## config.mk

```make
export PLATFORM = sky130hd
export DESIGN_NAME = i2c_register_access_master_top
export DESIGN_NICKNAME = d
export VERILOG_FILES = /design/src/i2cram_pkg.sv /design/src/i2c_register_access_master_top.sv /design/src/i2cram_engine.sv
export VERILOG_INCLUDE_DIRS = /design/src /design/src/src
export SDC_FILE = /design/constraint.sdc
export NUM_CORES = 1
export LEC_CHECK = 0
export ABC_AREA = 1
export BUFFER_PORTS_ARGS = -buffer_cell sky130_fd_sc_hd__buf_4
export CORE_MARGIN = 2
export CORE_UTILIZATION = 50
export DETAILED_ROUTE_END_ITERATION = 10
export PLACE_DENSITY = 0.69
export SETUP_SLACK_MARGIN = 0.05
export SYNTH_ARGS = -nofsm -noshare
export SYNTH_HDL_FRONTEND = slang
export SYNTH_SLANG_ARGS = --single-unit
```

## constraint.sdc

```tcl
create_clock -name i_clk -period 4.6 [get_ports i_clk]
set_input_delay 0.46 -clock i_clk [delete_from_list [all_inputs] [get_ports i_clk]]
set_output_delay 0.46 -clock i_clk [all_outputs]
set_load 0.02 [all_outputs]
```

## src/i2c_register_access_master_top_defines.svh

```systemverilog
// ----------------------------------------------------------------------------
// I2C register access master - assertion macros
// Shared concurrent assertion forms for the block, clocked on i_clk.
// ----------------------------------------------------------------------------
`ifndef I2C_REGISTER_ACCESS_MASTER_TOP_DEFINES_SVH
`define I2C_REGISTER_ACCESS_MASTER_TOP_DEFINES_SVH

// check outside reset
`define I2CRAM_ASSERT(label, prop, msg) \
    label: assert property (@(posedge i_clk) disable iff (!i_rst_n) (prop)) else $error(msg);

// check an effect in the cycle after its cause, outside reset
`define I2CRAM_ASSERT_NEXT(label, cause, effect, msg) \
    label: assert property (@(posedge i_clk) disable iff (!i_rst_n) \
        (cause) |=> (effect)) else $error(msg);

`endif

```

## src/i2cram_pkg.sv

```systemverilog
// ----------------------------------------------------------------------------
// I2C register access master - package
// Payload types, request codes, bus operation codes and the sequence tables.
// ----------------------------------------------------------------------------
package i2cram_pkg;

    localparam int          TICK_WIDTH_DEFAULT = 16;
    localparam int          PHASE_TICKS_W      = 16;
    localparam logic [15:0] PHASE_TICKS_RESET  = 16'd10;

    localparam logic [1:0]  FUNC_NONE  = 2'd0;
    localparam logic [1:0]  FUNC_WRITE = 2'd1;
    localparam logic [1:0]  FUNC_READ  = 2'd2;

    localparam int          STEP_W          = 3;
    localparam logic [2:0]  STEP_IDLE       = 3'd0;
    localparam logic [2:0]  STEP_FIRST      = 3'd1;
    localparam logic [2:0]  STEP_LAST_WRITE = 3'd5;
    localparam logic [2:0]  STEP_LAST_READ  = 3'd7;

    localparam logic [1:0]  PH_LEAD = 2'd0;
    localparam logic [1:0]  PH_HIGH = 2'd1;
    localparam logic [1:0]  PH_LOW  = 2'd2;
    localparam logic [1:0]  PH_TAIL = 2'd3;

    localparam logic [2:0]  BIT_LAST = 3'd7;

    typedef enum logic [6:0] {
        OP_START = 7'b0000001,
        OP_TX_AW = 7'b0000010,
        OP_TX_REG = 7'b0000100,
        OP_TX_VAL = 7'b0001000,
        OP_TX_AR = 7'b0010000,
        OP_RX = 7'b0100000,
        OP_STOP = 7'b1000000
    } t_op;

    typedef struct packed {
        logic [1:0] func;
        logic [6:0] device_address;
        logic [7:0] register_address;
        logic [7:0] write_value;
        logic       sda_level;
        logic       scl_level;
    } t_in_item;

    typedef struct packed {
        logic       scl_pull_low;
        logic       sda_pull_low;
        logic       busy_res;
        logic       done_res;
        logic [7:0] read_data;
    } t_out_item;

    function automatic t_op op_of(input logic is_read, input logic [2:0] step);
        t_op op;
        op = OP_STOP;
        if (is_read) begin
            case (step)
                3'd1: op = OP_START;
                3'd2: op = OP_TX_AW;
                3'd3: op = OP_TX_REG;
                3'd4: op = OP_START;
                3'd5: op = OP_TX_AR;
                3'd6: op = OP_RX;
                default: op = OP_STOP;
            endcase
        end else begin
            case (step)
                3'd1: op = OP_START;
                3'd2: op = OP_TX_AW;
                3'd3: op = OP_TX_REG;
                3'd4: op = OP_TX_VAL;
                default: op = OP_STOP;
            endcase
        end
        return op;
    endfunction

endpackage

```

## src/i2c_register_access_master_top.sv

```systemverilog
// ----------------------------------------------------------------------------
// I2C register access master - top level
// Open-drain I2C master for single-register writes and reads.
//
// Channels: the input channel carries one request per time tick (request
// code, addresses, write value and the sampled SDA/SCL levels); the output
// channel returns one result per request (pin pull-downs, busy, done pulse,
// last read byte). The config channel writes phase_ticks, the ticks per bus
// phase; write it only while no transaction is running.
// A request waits in the input register, and its result is registered in the
// output register when the request advances.
// Throughput: one request per cycle while the output is taken, set by the
// single-pass tick engine between the input and output registers.
// Reset: synchronous, active low; bus released, sequence idle, read byte
// zero, phase_ticks back to 10.
// Receiver stall: the output register holds its result, the input register
// holds the next request and ready drops until the output is taken.
// ----------------------------------------------------------------------------
module i2c_register_access_master_top #(
    parameter int TICK_WIDTH = i2cram_pkg::TICK_WIDTH_DEFAULT
) (
    input  logic                                 i_clk,
    input  logic                                 i_rst_n,
    input  logic                                 i_in_valid,
    output logic                                 o_in_ready,
    input  i2cram_pkg::t_in_item                 i_in_item,
    output logic                                 o_out_valid,
    input  logic                                 i_out_ready,
    output i2cram_pkg::t_out_item                o_out_item,
    input  logic                                 i_cfg_valid,
    output logic                                 o_cfg_ready,
    input  logic [i2cram_pkg::PHASE_TICKS_W-1:0] i_cfg_data
);
    import i2cram_pkg::*;

    logic                     r_in_valid;
    t_in_item                 r_in;
    logic                     r_out_valid;
    t_out_item                r_out;
    logic [PHASE_TICKS_W-1:0] r_phase_ticks;
    logic                     w_advance;
    t_out_item                w_res;

    assign w_advance   = r_in_valid && (!r_out_valid || i_out_ready);
    assign o_in_ready  = !r_in_valid || w_advance;
    assign o_cfg_ready = 1'b1;

    always_ff @(posedge i_clk) begin
        if (!i_rst_n) begin
            r_in_valid    <= 1'b0;
            r_out_valid   <= 1'b0;
            r_phase_ticks <= PHASE_TICKS_RESET;
        end else begin
            if (o_in_ready) begin
                r_in_valid <= i_in_valid;
            end
            if (w_advance) begin
                r_out_valid <= 1'b1;
            end else if (i_out_ready) begin
                r_out_valid <= 1'b0;
            end
            if (i_cfg_valid) begin
                r_phase_ticks <= i_cfg_data;
            end
        end
    end

    always_ff @(posedge i_clk) begin
        if (o_in_ready && i_in_valid) begin
            r_in <= i_in_item;
        end
        if (w_advance) begin
            r_out <= w_res;
        end
    end

    i2cram_engine #(
        .TICK_WIDTH (TICK_WIDTH)
    ) u_engine (
        .i_clk         (i_clk),
        .i_rst_n       (i_rst_n),
        .i_step        (w_advance),
        .i_item        (r_in),
        .i_phase_ticks (r_phase_ticks),
        .o_res         (w_res)
    );

    assign o_out_valid = r_out_valid;
    assign o_out_item  = r_out;

endmodule

```

## src/i2cram_engine.sv

```systemverilog
// ----------------------------------------------------------------------------
// I2C register access master - sequencing engine
// Holds the transaction state and advances it by one tick per step strobe.
// ----------------------------------------------------------------------------
`include "i2c_register_access_master_top_defines.svh"

module i2cram_engine #(
    parameter int TICK_WIDTH = i2cram_pkg::TICK_WIDTH_DEFAULT
) (
    input  logic                                     i_clk,
    input  logic                                     i_rst_n,
    input  logic                                     i_step,
    input  i2cram_pkg::t_in_item                     i_item,
    input  logic [i2cram_pkg::PHASE_TICKS_W-1:0]     i_phase_ticks,
    output i2cram_pkg::t_out_item                    o_res
);
    import i2cram_pkg::*;

    localparam int CW = (TICK_WIDTH >= PHASE_TICKS_W) ? TICK_WIDTH + 1 : PHASE_TICKS_W + 1;

    typedef struct packed {
        logic scl;
        logic sda;
    } t_pins;

    logic [STEP_W-1:0]     r_step, n_step;
    logic [1:0]            r_phase, n_phase;
    logic [2:0]            r_bit, n_bit;
    logic [7:0]            r_shift, n_shift;
    logic [TICK_WIDTH-1:0] r_tick, n_tick;
    logic                  r_is_read, n_is_read;
    logic [6:0]            r_device, n_device;
    logic [7:0]            r_register, n_register;
    logic [7:0]            r_value, n_value;
    logic [7:0]            r_recv, n_recv;
    t_pins                 r_pins, n_pins;

    t_op                   w_op;
    t_op                   w_new_op;
    logic [CW-1:0]         w_limit;
    logic [CW-1:0]         w_eff;
    logic [CW-1:0]         w_tc1;
    logic                  w_wait;
    logic                  w_done;
    logic                  w_begin;
    logic [STEP_W-1:0]     w_last_step;

    function automatic t_pins enter_pins(input t_op op, input logic [1:0] phase,
                                         input logic msb, input t_pins pins);
        t_pins p;
        p = pins;
        case (op)
            OP_START: begin
                case (phase)
                    PH_LEAD: p.sda = 1'b0;
                    PH_HIGH: p.scl = 1'b0;
                    PH_LOW:  p.sda = 1'b1;
                    default: p.scl = 1'b1;
                endcase
            end
            OP_STOP: begin
                case (phase)
                    PH_LEAD: p.sda = 1'b1;
                    PH_HIGH: p.scl = 1'b0;
                    default: p.sda = 1'b0;
                endcase
            end
            OP_RX: begin
                case (phase)
                    PH_LEAD: p.sda = 1'b0;
                    PH_HIGH: p.scl = 1'b0;
                    PH_LOW:  p.scl = 1'b1;
                    default: p = '0;
                endcase
            end
            OP_TX_AW, OP_TX_REG, OP_TX_VAL, OP_TX_AR: begin
                case (phase)
                    PH_HIGH: begin
                        p.sda = ~msb;
                        p.scl = 1'b0;
                    end
                    PH_LOW:  p.scl = 1'b1;
                    PH_TAIL: p = '0;
                    default: p = pins;
                endcase
            end
            default: p = pins;
        endcase
        return p;
    endfunction

    assign w_op    = op_of(r_is_read, r_step);
    assign w_limit = CW'(1) << TICK_WIDTH;
    assign w_tc1   = CW'(r_tick) + CW'(1);

    always_comb begin
        if (i_phase_ticks == '0) begin
            w_eff = CW'(1);
        end else if (CW'(i_phase_ticks) > w_limit) begin
            w_eff = w_limit;
        end else begin
            w_eff = CW'(i_phase_ticks);
        end
    end

    assign w_wait = (w_op == OP_RX) && (r_phase == PH_HIGH) && (r_tick == '0)
                    && !i_item.scl_level;

    always_comb begin
        n_step     = r_step;
        n_phase    = r_phase;
        n_bit      = r_bit;
        n_shift    = r_shift;
        n_tick     = r_tick;
        n_is_read  = r_is_read;
        n_device   = r_device;
        n_register = r_register;
        n_value    = r_value;
        n_recv     = r_recv;
        n_pins     = r_pins;
        w_done     = 1'b0;
        w_begin    = 1'b0;
        w_new_op   = OP_STOP;

        if (r_step == STEP_IDLE) begin
            if (i_item.func == FUNC_WRITE || i_item.func == FUNC_READ) begin
                n_is_read  = (i_item.func == FUNC_READ);
                n_device   = i_item.device_address;
                n_register = i_item.register_address;
                n_value    = i_item.write_value;
                n_tick     = '0;
                n_step     = STEP_FIRST;
                w_begin    = 1'b1;
            end
        end else if (!w_wait) begin
            if (w_tc1 >= w_eff) begin
                n_tick = '0;
                case (w_op)
                    OP_START: begin
                        if (r_phase != PH_TAIL) begin
                            n_phase = r_phase + 2'd1;
                            n_pins  = enter_pins(w_op, n_phase, r_shift[7], r_pins);
                        end else begin
                            w_begin = 1'b1;
                        end
                    end
                    OP_STOP: begin
                        if (r_phase == PH_LEAD || r_phase == PH_HIGH) begin
                            n_phase = r_phase + 2'd1;
                            n_pins  = enter_pins(w_op, n_phase, r_shift[7], r_pins);
                        end else begin
                            n_step  = STEP_IDLE;
                            n_phase = PH_LEAD;
                            w_done  = 1'b1;
                        end
                    end
                    OP_RX: begin
                        case (r_phase)
                            PH_LEAD: begin
                                n_shift = '0;
                                n_bit   = '0;
                                n_phase = PH_HIGH;
                            end
                            PH_HIGH: begin
                                n_shift = {r_shift[6:0], i_item.sda_level};
                                n_phase = PH_LOW;
                            end
                            PH_LOW: begin
                                if (r_bit == BIT_LAST) begin
                                    n_recv  = r_shift;
                                    n_phase = PH_TAIL;
                                end else begin
                                    n_bit   = r_bit + 3'd1;
                                    n_phase = PH_HIGH;
                                end
                            end
                            default: begin
                                n_pins.scl = 1'b1;
                                n_pins.sda = 1'b0;
                                w_begin    = 1'b1;
                            end
                        endcase
                        if (!w_begin) begin
                            n_pins = enter_pins(w_op, n_phase, n_shift[7], r_pins);
                        end
                    end
                    OP_TX_AW, OP_TX_REG, OP_TX_VAL, OP_TX_AR: begin
                        case (r_phase)
                            PH_LEAD: begin
                                n_bit   = '0;
                                n_phase = PH_HIGH;
                            end
                            PH_HIGH: n_phase = PH_LOW;
                            PH_LOW: begin
                                if (r_bit == BIT_LAST) begin
                                    n_phase = PH_TAIL;
                                end else begin
                                    n_bit   = r_bit + 3'd1;
                                    n_shift = {r_shift[6:0], 1'b0};
                                    n_phase = PH_HIGH;
                                end
                            end
                            default: begin
                                n_pins.scl = 1'b1;
                                w_begin    = 1'b1;
                            end
                        endcase
                        if (!w_begin) begin
                            n_pins = enter_pins(w_op, n_phase, n_shift[7], r_pins);
                        end
                    end
                    default: n_tick = '0;
                endcase
                if (w_begin) begin
                    n_step = r_step + STEP_W'(1);
                end
            end else begin
                n_tick = r_tick + TICK_WIDTH'(1);
            end
        end

        if (w_begin) begin
            w_new_op = op_of(n_is_read, n_step);
            n_phase  = PH_LEAD;
            n_bit    = '0;
            case (w_new_op)
                OP_TX_AW:  n_shift = {n_device, 1'b0};
                OP_TX_AR:  n_shift = {n_device, 1'b1};
                OP_TX_REG: n_shift = n_register;
                OP_TX_VAL: n_shift = n_value;
                default:   n_shift = n_shift;
            endcase
            n_pins = enter_pins(w_new_op, PH_LEAD, n_shift[7], n_pins);
        end
    end

    always_ff @(posedge i_clk) begin
        if (!i_rst_n) begin
            r_step     <= STEP_IDLE;
            r_phase    <= PH_LEAD;
            r_bit      <= '0;
            r_shift    <= '0;
            r_tick     <= '0;
            r_is_read  <= 1'b0;
            r_device   <= '0;
            r_register <= '0;
            r_value    <= '0;
            r_recv     <= '0;
            r_pins     <= '0;
        end else if (i_step) begin
            r_step     <= n_step;
            r_phase    <= n_phase;
            r_bit      <= n_bit;
            r_shift    <= n_shift;
            r_tick     <= n_tick;
            r_is_read  <= n_is_read;
            r_device   <= n_device;
            r_register <= n_register;
            r_value    <= n_value;
            r_recv     <= n_recv;
            r_pins     <= n_pins;
        end
    end

    assign o_res.scl_pull_low = r_pins.scl;
    assign o_res.sda_pull_low = r_pins.sda;
    assign o_res.busy_res     = (r_step != STEP_IDLE);
    assign o_res.done_res     = w_done;
    assign o_res.read_data    = r_recv;

    assign w_last_step = r_is_read ? STEP_LAST_READ : STEP_LAST_WRITE;

    `I2CRAM_ASSERT_NEXT(a_done_idles, i_step && w_done, r_step == STEP_IDLE, "done not idle")
    `I2CRAM_ASSERT(a_idle_releases_bus, (r_step == STEP_IDLE) |-> (r_pins == '0), "bus held idle")
    `I2CRAM_ASSERT(a_step_in_sequence, r_step <= w_last_step, "step beyond sequence end")
    `I2CRAM_ASSERT_NEXT(a_stretch_holds, i_step && w_wait, $stable({r_phase, r_tick}), "stretch lost")

endmodule

```

==> impl_metrics.csv, run 1 <==
group,metric,value,unit
floorplan,die_w,122,um
worst_hold_path,hp-class,"in2reg",
final_layout,area_delta_synth_final,18.2,%
route,post-route-drc-count,0,
yosys,ys_warn_count,0,
floorplan,die_h,122,um
yosys,syn_avg_cell_area,7.88,um^2
global_route,grt_max_degree,48,
placement,dp_hpwl,11300,um
global_route,antenna_found_initial,0,
global_route,gr-usage-met3,0.0538,
timing,finClkSkew,0.00625,ns
pwr,power_leakage,3.69,nW
pwr,p_per_area,381,nW/um^2
yosys,netlist_area,6970,um^2
critical_path,cp_top_family,"simple AND/OR/NAND/NOR gates",
clock_network,clock_latency,0.42,ns
critical_path,critPathKind,"reg2reg",
global_route,grt_util_all_layers,0.229,
global_route,busiest_layer,"met2",
final_layout,diodes,0,
placement,gp_congestion,0.914,
final_layout,fin_util,0.598,
yosys,synth_seq_cells,123,
global_route,overflow,0,
timing,holdWs,0.208,ns
critical_path,worstPathMaxFanout,16,
floorplan,die_area,14900,um^2
global_route,use_met1,0.317,
timing,relSlewSlack,0.258,
floorplan,core_area,13800,um^2
clock_network,clk_pin_slew,0.06,ns
critical_path,crit_buf_inv,5,
critical_path,crit_slowest_cell,"dfxtp_1",
final_layout,drive_gt1_frac,0.158,
route,wire_per_inst,14.4,um
yosys,syn_inst,885,
timing,finalCritPeriodShare,0.900,
job,cap_violations,0,
yosys,synth_nets,966,
route,drt-pass1-iter-count,7,
global_route,grt_pass1_wl,26700,um
status,status,"complete, no violations",
clock_network,cts_max_level,4,
route,wl,16300,um
final_layout,fillers,1281,
floorplan,std_cell_rows,43,
clock_network,cts_buffers,17,
clock_network,cts_sinks,123,
timing,drv_slew,0,
timing,grt_setup_unrepaired,"no",
clock_network,cts_tree,"done",
placement,port_buffers,61,
final_layout,final_common_cell,"nand2_1",
final_layout,finish.instance_area,8240,um^2
final_layout,final_cell_mix,"nand2_1, inv_1, dfxtp_1, nor2_1",
timing,tns,0,ns
yosys,synthDistinctLibCells,55,
critical_path,cp-start-kind,"flip-flop",
timing,max_freq,242,MHz
critical_path,worst_path_largest_cell_delay,0.38,ns
critical_path,cp.arrival,4.42,ns
route,vias,6030,
floorplan,start_util,0.506,
final_layout,nets,1022,
yosys,yosysSeqAreaShare,0.409,
global_route,grt_pass1_vias,5457,
timing,setup_viol,0,
clock_network,cts_buffer_depth,2,
floorplan,ios,63,
route,vias_per_cell,5.32,
route,drt_iter0_markers,517,
timing,finalHoldViolCount,0,
global_route,grt_use_met2,0.351,
timing,fin_crit,4.14,ns
clock_network,cts_setup_buffers,0,
critical_path,end_kind,"flip-flop",
critical_path,required,4.88,ns
timing,tightest_slew,1.11,ns
pwr,vdd_drop_max,0.339,mV
route,final_antenna_net_count,0,
clock_network,clockRootBuffer,"clkbuf_16",
placement,placed_cell_area,7560,um^2
-- logic make-up (layout without fill, tap and decap cells) --
logic type,count (synthesis),in the layout,synth area share
flops,123,123,0.409
xor+xnor,11,11,0.0138
fa+ha+maj,33,33,0.0592
buf+inv,177,246,0.101
other cells,1,1,0.000538
simple gates,322,322,0.227
mux,8,8,0.0115
compound gates,210,210,0.178
-- report_power, final --
| group | total [mW] | switching [mW] | internal, mW |
|---|---|---|---|
| clock network | 1.52 | 0.504 | 1.02 |
| registers | 1.20 | 0.0269 | 1.17 |
| logic | 0.418 | 0.280 | 0.138 |
| total | 3.14 | 0.811 | 2.33 |
-- state kept, by name, indices dropped and copies added, names as in the netlist --
register	cells
u_engine.o_res	2
u_engine.r_value	8
u_engine.r_phase	2
u_engine.r_recv	8
u_engine.r_tick	16
u_engine.r_shift	8
u_engine.r_bit	3
u_engine.r_device	7
u_engine.r_register	8
o_out_valid	1
u_engine.r_step	3
r_in	27
r_in_valid	1
u_engine.r_is_read	1
r_phase_ticks	16
o_out_item	12
-- timing repair --
action,CTS,global route
gates resized for setup,0,2
setup endpoints to repair,0,9
hold buffers,0,0
-- metrics by stage --
step / total power [mW] / setup slack, ns / instances
finish: 3.14 / 0.461 / 1134
CTS: 3.16 / 0.358 / 1134
global placement: 1.63 / 0.521 / 1102
global route: 3.27 / 0.0835 / 1134
detailed placement: 1.64 / 0.382 / 1102
floorplan: 1.52 / 0.949 / 885
-- per-layer routing --
metal | vias to the layer above | share of wire
met2 | 160 | 0.45
met5 | - | 0
met3 | 26 | 0.052
li1 | 3100 | -
met4 | 0 | 0.020
met1 | 2744 | 0.48
-- synthesized netlist by cell type, drive strengths merged --
| cell | number | share of area |
|---|---|---|
| o22ai | 17 | 0.015 |
| a22oi | 17 | 0.018 |
| a41o | 1 | 0.0014 |
| edfxtp | 39 | 0.17 |
| nor4 | 7 | 0.0063 |
| buf | 11 | 0.010 |
| o211ai | 9 | 0.0097 |
| a21oi | 74 | 0.056 |
| conb | 1 | 0.00054 |
| nor3 | 12 | 0.010 |
| mux2i | 8 | 0.011 |
| a32o | 1 | 0.0014 |
| ha | 33 | 0.059 |
| o21ai | 73 | 0.053 |
| clkinv | 1 | 0.00054 |
| nand2 | 156 | 0.096 |
| a32oi | 7 | 0.0088 |
| or2 | 1 | 0.00090 |
| o31ai | 1 | 0.0011 |
| nor2 | 82 | 0.054 |
| dfxtp | 84 | 0.24 |
| nand4 | 18 | 0.024 |
| xor2 | 10 | 0.013 |
| o21bai | 2 | 0.0038 |
| o311ai | 1 | 0.0013 |
| o2111ai | 1 | 0.0013 |
| nand3 | 45 | 0.036 |
| clkbuf | 19 | 0.010 |
| nand3b | 1 | 0.0011 |
| xnor2 | 1 | 0.0013 |
| o221ai | 2 | 0.0025 |
| inv | 146 | 0.079 |
| a21o | 2 | 0.0022 |
| a211oi | 2 | 0.0022 |
-- final timing paths --
path,slack [ns],start,endpoint,depth (start not counted)
setup reg to reg,0.46,u_engine.r_tick[0]$_SDFFE_PN0P_,u_engine.r_shift[6]$_SDFFE_PN0P_,27
hold reg to reg,0.43,u_engine.r_recv[0]$_SDFFE_PN0P_,o_out_item[0]$_DFFE_PP_,0
hold / removal,0.21,i_in_item[18],r_in[18]$_DFFE_PP_,1
setup / recovery,0.46,u_engine.r_tick[0]$_SDFFE_PN0P_,u_engine.r_shift[6]$_SDFFE_PN0P_,27
-- layout make-up --
class                   instances  area (um^2)  share of cell area
inverters                     147          557              0.0676
flip-flops and latches        123         2850               0.346
repair buffers                 67          503              0.0610
multi-input cells             585         3430               0.416
well taps                     180          225              0.0273
clock inverters                14          241              0.0293
clock buffers                  18          429              0.0521
Note: power is estimated with default switching activity, not from simulation.
==> run 2: changes to the inputs <==
CORE_UTILIZATION = 55   (was 50)
PLACE_DENSITY = 0.75   (was 0.69)
==> run 2 against run 1 <==
  * Setup slack improved by 0.040 ns
  * Hold slack hardly changed
  * Maximum frequency is 0.97% higher
  * Clock-buffer cell count up 1
  * Clock skew up 0.0043 ns
  * Die area decreased by 8.8%
  * Global-route usage up 1.8 points
  * Wire length decreased by 2.4%
  * Design area fell by 0.38%
  * Flip-flop and latch count unchanged
  * Non-clock buffer count down 1
  * Largest power group unchanged
==> impl_metrics.csv, run 2 (same netlist as run 1, synthesis figures left out) <==
group,metric,value,unit
critical_path,reg2reg_depth,25,
pwr,power_leakage,3.69,nW
floorplan,std_cell_rows,41,
route,wl,15900,um
placement,port_buffers,61,
pwr,finalPower,3.08,mW
pwr,p_clk_frac,0.475,
timing,finalCritPeriodShare,0.891,
global_route,grt_pass1_vias,5502,
placement,placed_cells,1093,
route,post-route-drc-count,0,
route,wl_met1,7360,um
worst_hold_path,hold_depth,1,
pwr,vdd_drop_max,0.307,mV
floorplan,die_area,13600,um^2
pwr,pwr-share-seq,0.389,
critical_path,cp.arrival,4.36,ns
clock_network,cts_sinks,123,
final_layout,area_delta_synth_final,17.7,%
final_layout,diodes,0,
placement,gp_congestion,0.908,
route,vias,6171,
route,vias_per_cell,5.49,
floorplan,ios,63,
pwr,swShare,0.262,
clock_network,clock_latency,0.42,ns
final_layout,fillers,1095,
route,wire_per_inst,14.1,um
critical_path,required,4.86,ns
floorplan,start_util,0.557,
timing,tightest_slew,1.11,ns
route,top_layer,"met4",
clock_network,clk_pin_slew,0.06,ns
route,route.met2.wl,7330,um
timing,setup_viol,0,
floorplan,die_w,117,um
clock_network,cts_buffer_depth,2,
clock_network,cts_tree,"done",
final_layout,final_cell_count_no_fill,1125,
global_route,antenna_found_initial,0,
critical_path,critPathKind,"reg2reg",
clock_network,cts_buffers,17,
final_layout,final_common_cell,"nand2_1",
global_route,grt_max_degree,48,
floorplan,core_area,12500,um^2
timing,drv_slew,0,
timing,max_freq,244,MHz
timing,relSlewSlack,0.262,
critical_path,worstPathMaxFanout,16,
final_layout,top_register,"r_in",
worst_hold_path,hp-class,"in2reg",
placement,dp_hpwl,11000,um
timing,tns,0,ns
pwr,p_per_area,376,nW/um^2
clock_network,cts_hold_buf,0,
final_layout,drive_gt1_frac,0.159,
global_route,grt_pass1_wl,26200,um
route,final_antenna_net_count,0,
global_route,overflow,0,
final_layout,nets,1021,
final_layout,final_cell_mix,"nand2_1, inv_1, dfxtp_1, nor2_1",
clock_network,cts_max_level,4,
critical_path,end_kind,"flip-flop",
pwr,p_int,2.28,mW
route,met3_length,841,um
final_layout,largest_register_ffs,27,
route,drt_iter0_markers,465,
timing,fin_crit,4.10,ns
timing,grt_setup_unrepaired,"no",
timing,finalHoldViolCount,0,
timing,finClkSkew,0.0105,ns
floorplan,die_h,117,um
job,cap_violations,0,
route,drt-pass1-iter-count,6,
final_layout,reg.largest.list,"r_in: 27 flops, r_phase_ticks: 16 flops, u_engine.r_tick: 16 flops",
critical_path,cp-start-kind,"flip-flop",
clock_network,clockRootBuffer,"clkbuf_16",
pwr,switching_power,0.807,mW
pwr,p_comb_frac,0.135,
global_route,grt_util_all_layers,0.247,
status,status,"complete, no violations",
[run 2: layer usage]
layer,GRT usage,vias up
met2,0.386,207
met5,0,-
met4,0.0871,0
li1,-,3099
met3,0.0643,35
met1,0.334,2830
[run 2: final timing paths]
path                                   start                                to  slack, ns
max          u_engine.r_tick[0]$_SDFFE_PN0P_  u_engine.r_shift[4]$_SDFFE_PN0P_       0.50
min                            i_in_item[12]                r_in[12]$_DFFE_PP_       0.21
max reg2reg  u_engine.r_tick[0]$_SDFFE_PN0P_  u_engine.r_shift[4]$_SDFFE_PN0P_       0.50
min reg2reg  u_engine.r_recv[1]$_SDFFE_PN0P_           o_out_item[1]$_DFFE_PP_       0.43
[run 2: per-stage QoR]
stage	area (um^2)	hold slack, ns	utilization	setup slack, ns
final	8210	0.208	0.656	0.501
after detailed placement	7540	0.416	0.602	0.361
after global routing	8210	0.190	0.656	0.103
after floorplan	6970	0.408	-	0.949
after global placement	7540	0.413	0.602	0.500
after CTS	8190	0.192	0.654	0.320
[run 2: critical path, stage by stage, from the launching register on]
cell	delay, ns
dfxtp_1	0.39
inv_1	0.12
nor4_4	0.35
nand3_2	0.17
nor2_1	0.17
nand3_1	0.11
nor3_1	0.20
xor2_1	0.22
ha_1	0.28
nand3_1	0.09
nor3_1	0.05
a21o_1	0.16
nor2_1	0.24
nand2_2	0.14
nand3_2	0.14
inv_2	0.06
nand2_4	0.07
nand2_8	0.07
inv_4	0.17
nor2_8	0.06
nand2_4	0.11
nand2_4	0.07
o21bai_4	0.24
nand2_1	0.09
nand3_1	0.09
a21oi_1	0.06
[run 2: what timing repair did]
action | in CTS | in global routing
endpoints found under the setup margin | 0 | 12
setup buffers | 0 | 0
gates resized for setup | 0 | 4
[run 2: cell type report]
class / count / area, um^2 / share of cell area
clock inverter: 13 / 214 / 0.0261
timing repair buffer: 66 / 495 / 0.0604
sequential: 123 / 2850 / 0.348
multi-input combinational: 585 / 3440 / 0.419
tap: 172 / 215 / 0.0262
inverter: 147 / 557 / 0.0678
clock buffer: 19 / 433 / 0.0527
[run 2: power groups by stage]
stage | Clock (mW) | Combinational [mW] | Sequential, mW
floorplan | 0 | 0.298 | 1.22
global placement | 0 | 0.406 | 1.22
detailed placement | 0 | 0.412 | 1.22
CTS | 1.49 | 0.416 | 1.20
global route | 1.53 | 0.467 | 1.21
finish | 1.47 | 0.417 | 1.20
==> run 3: changes to the inputs <==
PLACE_DENSITY = 0.74   (was 0.75)
SYNTH_HIERARCHICAL = 1   (was not set)
==> run 3 against run 2 <==
  * Die area grew 3.3%
  * Global-route usage down 0.79 points
  * Design area up 3.9%
  * Clock skew decreased by 0.0032 ns
  * Clock power shrank 5%
  * Flip-flop and latch count is the same
  * Wire length rose by 2.8%
  * Final cell count rose by 4.8%
  * Critical path depth increased by 4
  * Total power is 0.94% lower
  * Critical path type unchanged
  * Critical endpoint is now u_engine/r_shift[0]$_SDFFE_PN0P_
==> impl_metrics.csv, run 3 <==
group,metric,value,unit
clock_network,cts_buffers,17,
timing,setup_viol,0,
critical_path,cpMostUsedCell,"nand2_1",
critical_path,cp-start-kind,"flip-flop",
final_layout,drive_gt1_frac,0.190,
floorplan,core_area,12700,um^2
timing,finalCritPeriodShare,0.932,
global_route,overflow,0,
route,post-route-drc-count,0,
pwr,vdd_drop_max,0.368,mV
clock_network,clk_pin_slew,0.06,ns
yosys,synth_common_cells,"nand2_1, inv_1, dfxtp_1",
critical_path,crit_slowest_cell,"or4_1",
yosys,yosysTopAreaCell,"dfxtp_1",
global_route,grt_max_degree,51,
yosys,netlist_area,7210,um^2
final_layout,fin_util,0.671,
worst_hold_path,hp-class,"in2reg",
floorplan,die_h,118,um
timing,drv_slew,0,
placement,gp_congestion,0.907,
clock_network,clockRootBuffer,"clkbuf_16",
floorplan,die_area,14000,um^2
pwr,power_leakage,3.78,nW
route,drt_iter0_markers,411,
timing,tns,0,ns
global_route,grt_util_all_layers,0.239,
pwr,finalPower,3.06,mW
route,final_antenna_net_count,0,
yosys,ys_dominant_reg_cell,"dfxtp_1",
job,cap_violations,0,
yosys,synth_nets,1012,
yosys,synthDistinctLibCells,53,
worst_hold_path,hold_depth,1,
final_layout,diodes,0,
global_route,grt_pass1_wl,27100,um
global_route,grt_pass1_vias,5694,
timing,fin_crit,4.28,ns
floorplan,std_cell_rows,41,
timing,relSlewSlack,0.450,
clock_network,cts_tree,"done",
clock_network,cts_sinks,123,
timing,grt_setup_unrepaired,"no",
yosys,synth_seq_cells,123,
floorplan,die_w,118,um
route,vias_per_cell,5.26,
clock_network,cts_max_level,4,
placement,port_buffers,61,
route,wl,16400,um
clock_network,cts_buffer_depth,2,
route,wire_per_inst,13.9,um
global_route,antenna_found_initial,0,
critical_path,cp.arrival,4.63,ns
timing,max_freq,233,MHz
timing,finalHoldViolCount,0,
critical_path,worst_path_largest_cell_delay,0.44,ns
yosys,synth_edf_count,39,
final_layout,top_register,"r_in",
final_layout,nets,1076,
pwr,p_per_area,358,nW/um^2
yosys,async_flop_share,0,
final_layout,largest_register_ffs,27,
yosys,syn_avg_cell_area,7.75,um^2
critical_path,required,4.95,ns
timing,finClkSkew,0.00728,ns
floorplan,ios,63,
timing,tightest_slew,0.818,ns
placement,placed_cell_area,7790,um^2
route,vias,6203,
yosys,syn_inst,930,
placement,dp_hpwl,11400,um
critical_path,worstPathMaxFanout,12,
yosys,synth_top_area_frac,0.233,
status,status,"complete, no violations",
final_layout,area_delta_synth_final,18.4,%
yosys,post-synth-top-count-cell,"nand2_1",
yosys,yosysSeqAreaShare,0.396,
route,drt-pass1-iter-count,6,
yosys,ys_warn_count,6,
clock_network,clock_latency,0.41,ns
final_layout,final_common_cell,"nand2_1",
critical_path,critPathKind,"reg2reg",
floorplan,start_util,0.567,
yosys,synth_area_leaders,"dfxtp_1, edfxtp_1, nand2_1",
final_layout,final_cell_mix,"nand2_1, inv_1, dfxtp_1, buf_4, nor2_1",
final_layout,reg.largest.list,"r_in: 27 flops, r_phase_ticks: 16 flops, u_engine/r_tick: 16 flops",
critical_path,reg2reg_depth,29,
final_layout,finish.instance_area,8530,um^2
critical_path,end_kind,"flip-flop",
run 3: cell count changes after synthesis, sizes merged, moves of 6 or more:
cell	before	now
a32oi	7	1
nand2	156	198
nand3	45	64
o21ai	73	83
nand4	18	12
inv	146	139
nor2	82	89
a22oi	17	4
run 3: logic make-up after synthesis:
group	Yosys count	share of synthesized area
buffers and inverters	173	0.0986
AO/OA/AOI/OAI	197	0.160
multiplexers	9	0.0125
XOR/XNOR	12	0.0146
other	1	0.000520
flip-flops	123	0.396
adder cells (fa/ha/maj)	34	0.0590
AND/OR/NAND/NOR	381	0.260
run 3: path summary, 6_finish.rpt:
kind                                                       from                               end  slack, ns
worst min-delay path                               i_in_item[4]                 r_in[4]$_DFFE_PP_       0.22
worst max register to register  u_engine/r_tick[0]$_SDFFE_PN0P_  u_engine/r_shift[0]$_SDFFE_PN0P_       0.32
worst max-delay path            u_engine/r_tick[0]$_SDFFE_PN0P_  u_engine/r_shift[0]$_SDFFE_PN0P_       0.32
worst min register to register  u_engine/r_recv[4]$_SDFFE_PN0P_           o_out_item[4]$_DFFE_PP_       0.43
run 3: report_power, final:
part | switching, mW | internal, mW
Clock | 0.480 | 0.920
Sequential | 0.0306 | 1.17
Combinational | 0.296 | 0.155
Total | 0.806 | 2.25
run 3: routing by layer:
metal | vias to the layer above | GRT usage | wire (um)
met5 | - | 0 | 0
met4 | 0 | 0.0908 | 402
met3 | 35 | 0.0478 | 739
met2 | 179 | 0.382 | 7360
met1 | 2774 | 0.321 | 7840
li1 | 3215 | - | -
run 3: repair_timing:
item / in CTS / in global routing
buffers inserted: 0 / 6
resized for setup: 0 / 18
hold buffers: 0 / 0
endpoints found under the setup margin: 0 / 14
run 3: through the flow:
stage | std cells | worst slack [ns] | hold WS [ns]
6_report | 1179 | 0.315 | 0.218
5_1_grt | 1179 | 0.0286 | 0.200
4_1_cts | 1173 | 0.255 | 0.206
3_5_place_dp | 1141 | 0.250 | 0.414
3_3_place_gp | 1141 | 0.397 | 0.415
2_1_floorplan | 930 | 0.725 | 0.403
run 3: area by class of cell:
class                      count  area (um^2)
timing repair buffer          76          571
multi-input combinational    634         3740
tap                          172          215
sequential                   123         2860
inverter                     142          536
clock buffer                  21          450
clock inverter                11          169
fill                        1089         4190
run 3: critical path, delay by kind of cell, from the launching register on:
family | cells | cell delay [ns]
adders and majority gates | 2 | 0.51
buffers and inverters | 8 | 0.90
and+or+nand+nor | 15 | 1.66
AOI/OAI and AO/OA | 3 | 0.63
xor gates and xnor gates | 1 | 0.15
DFF | 1 | 0.35
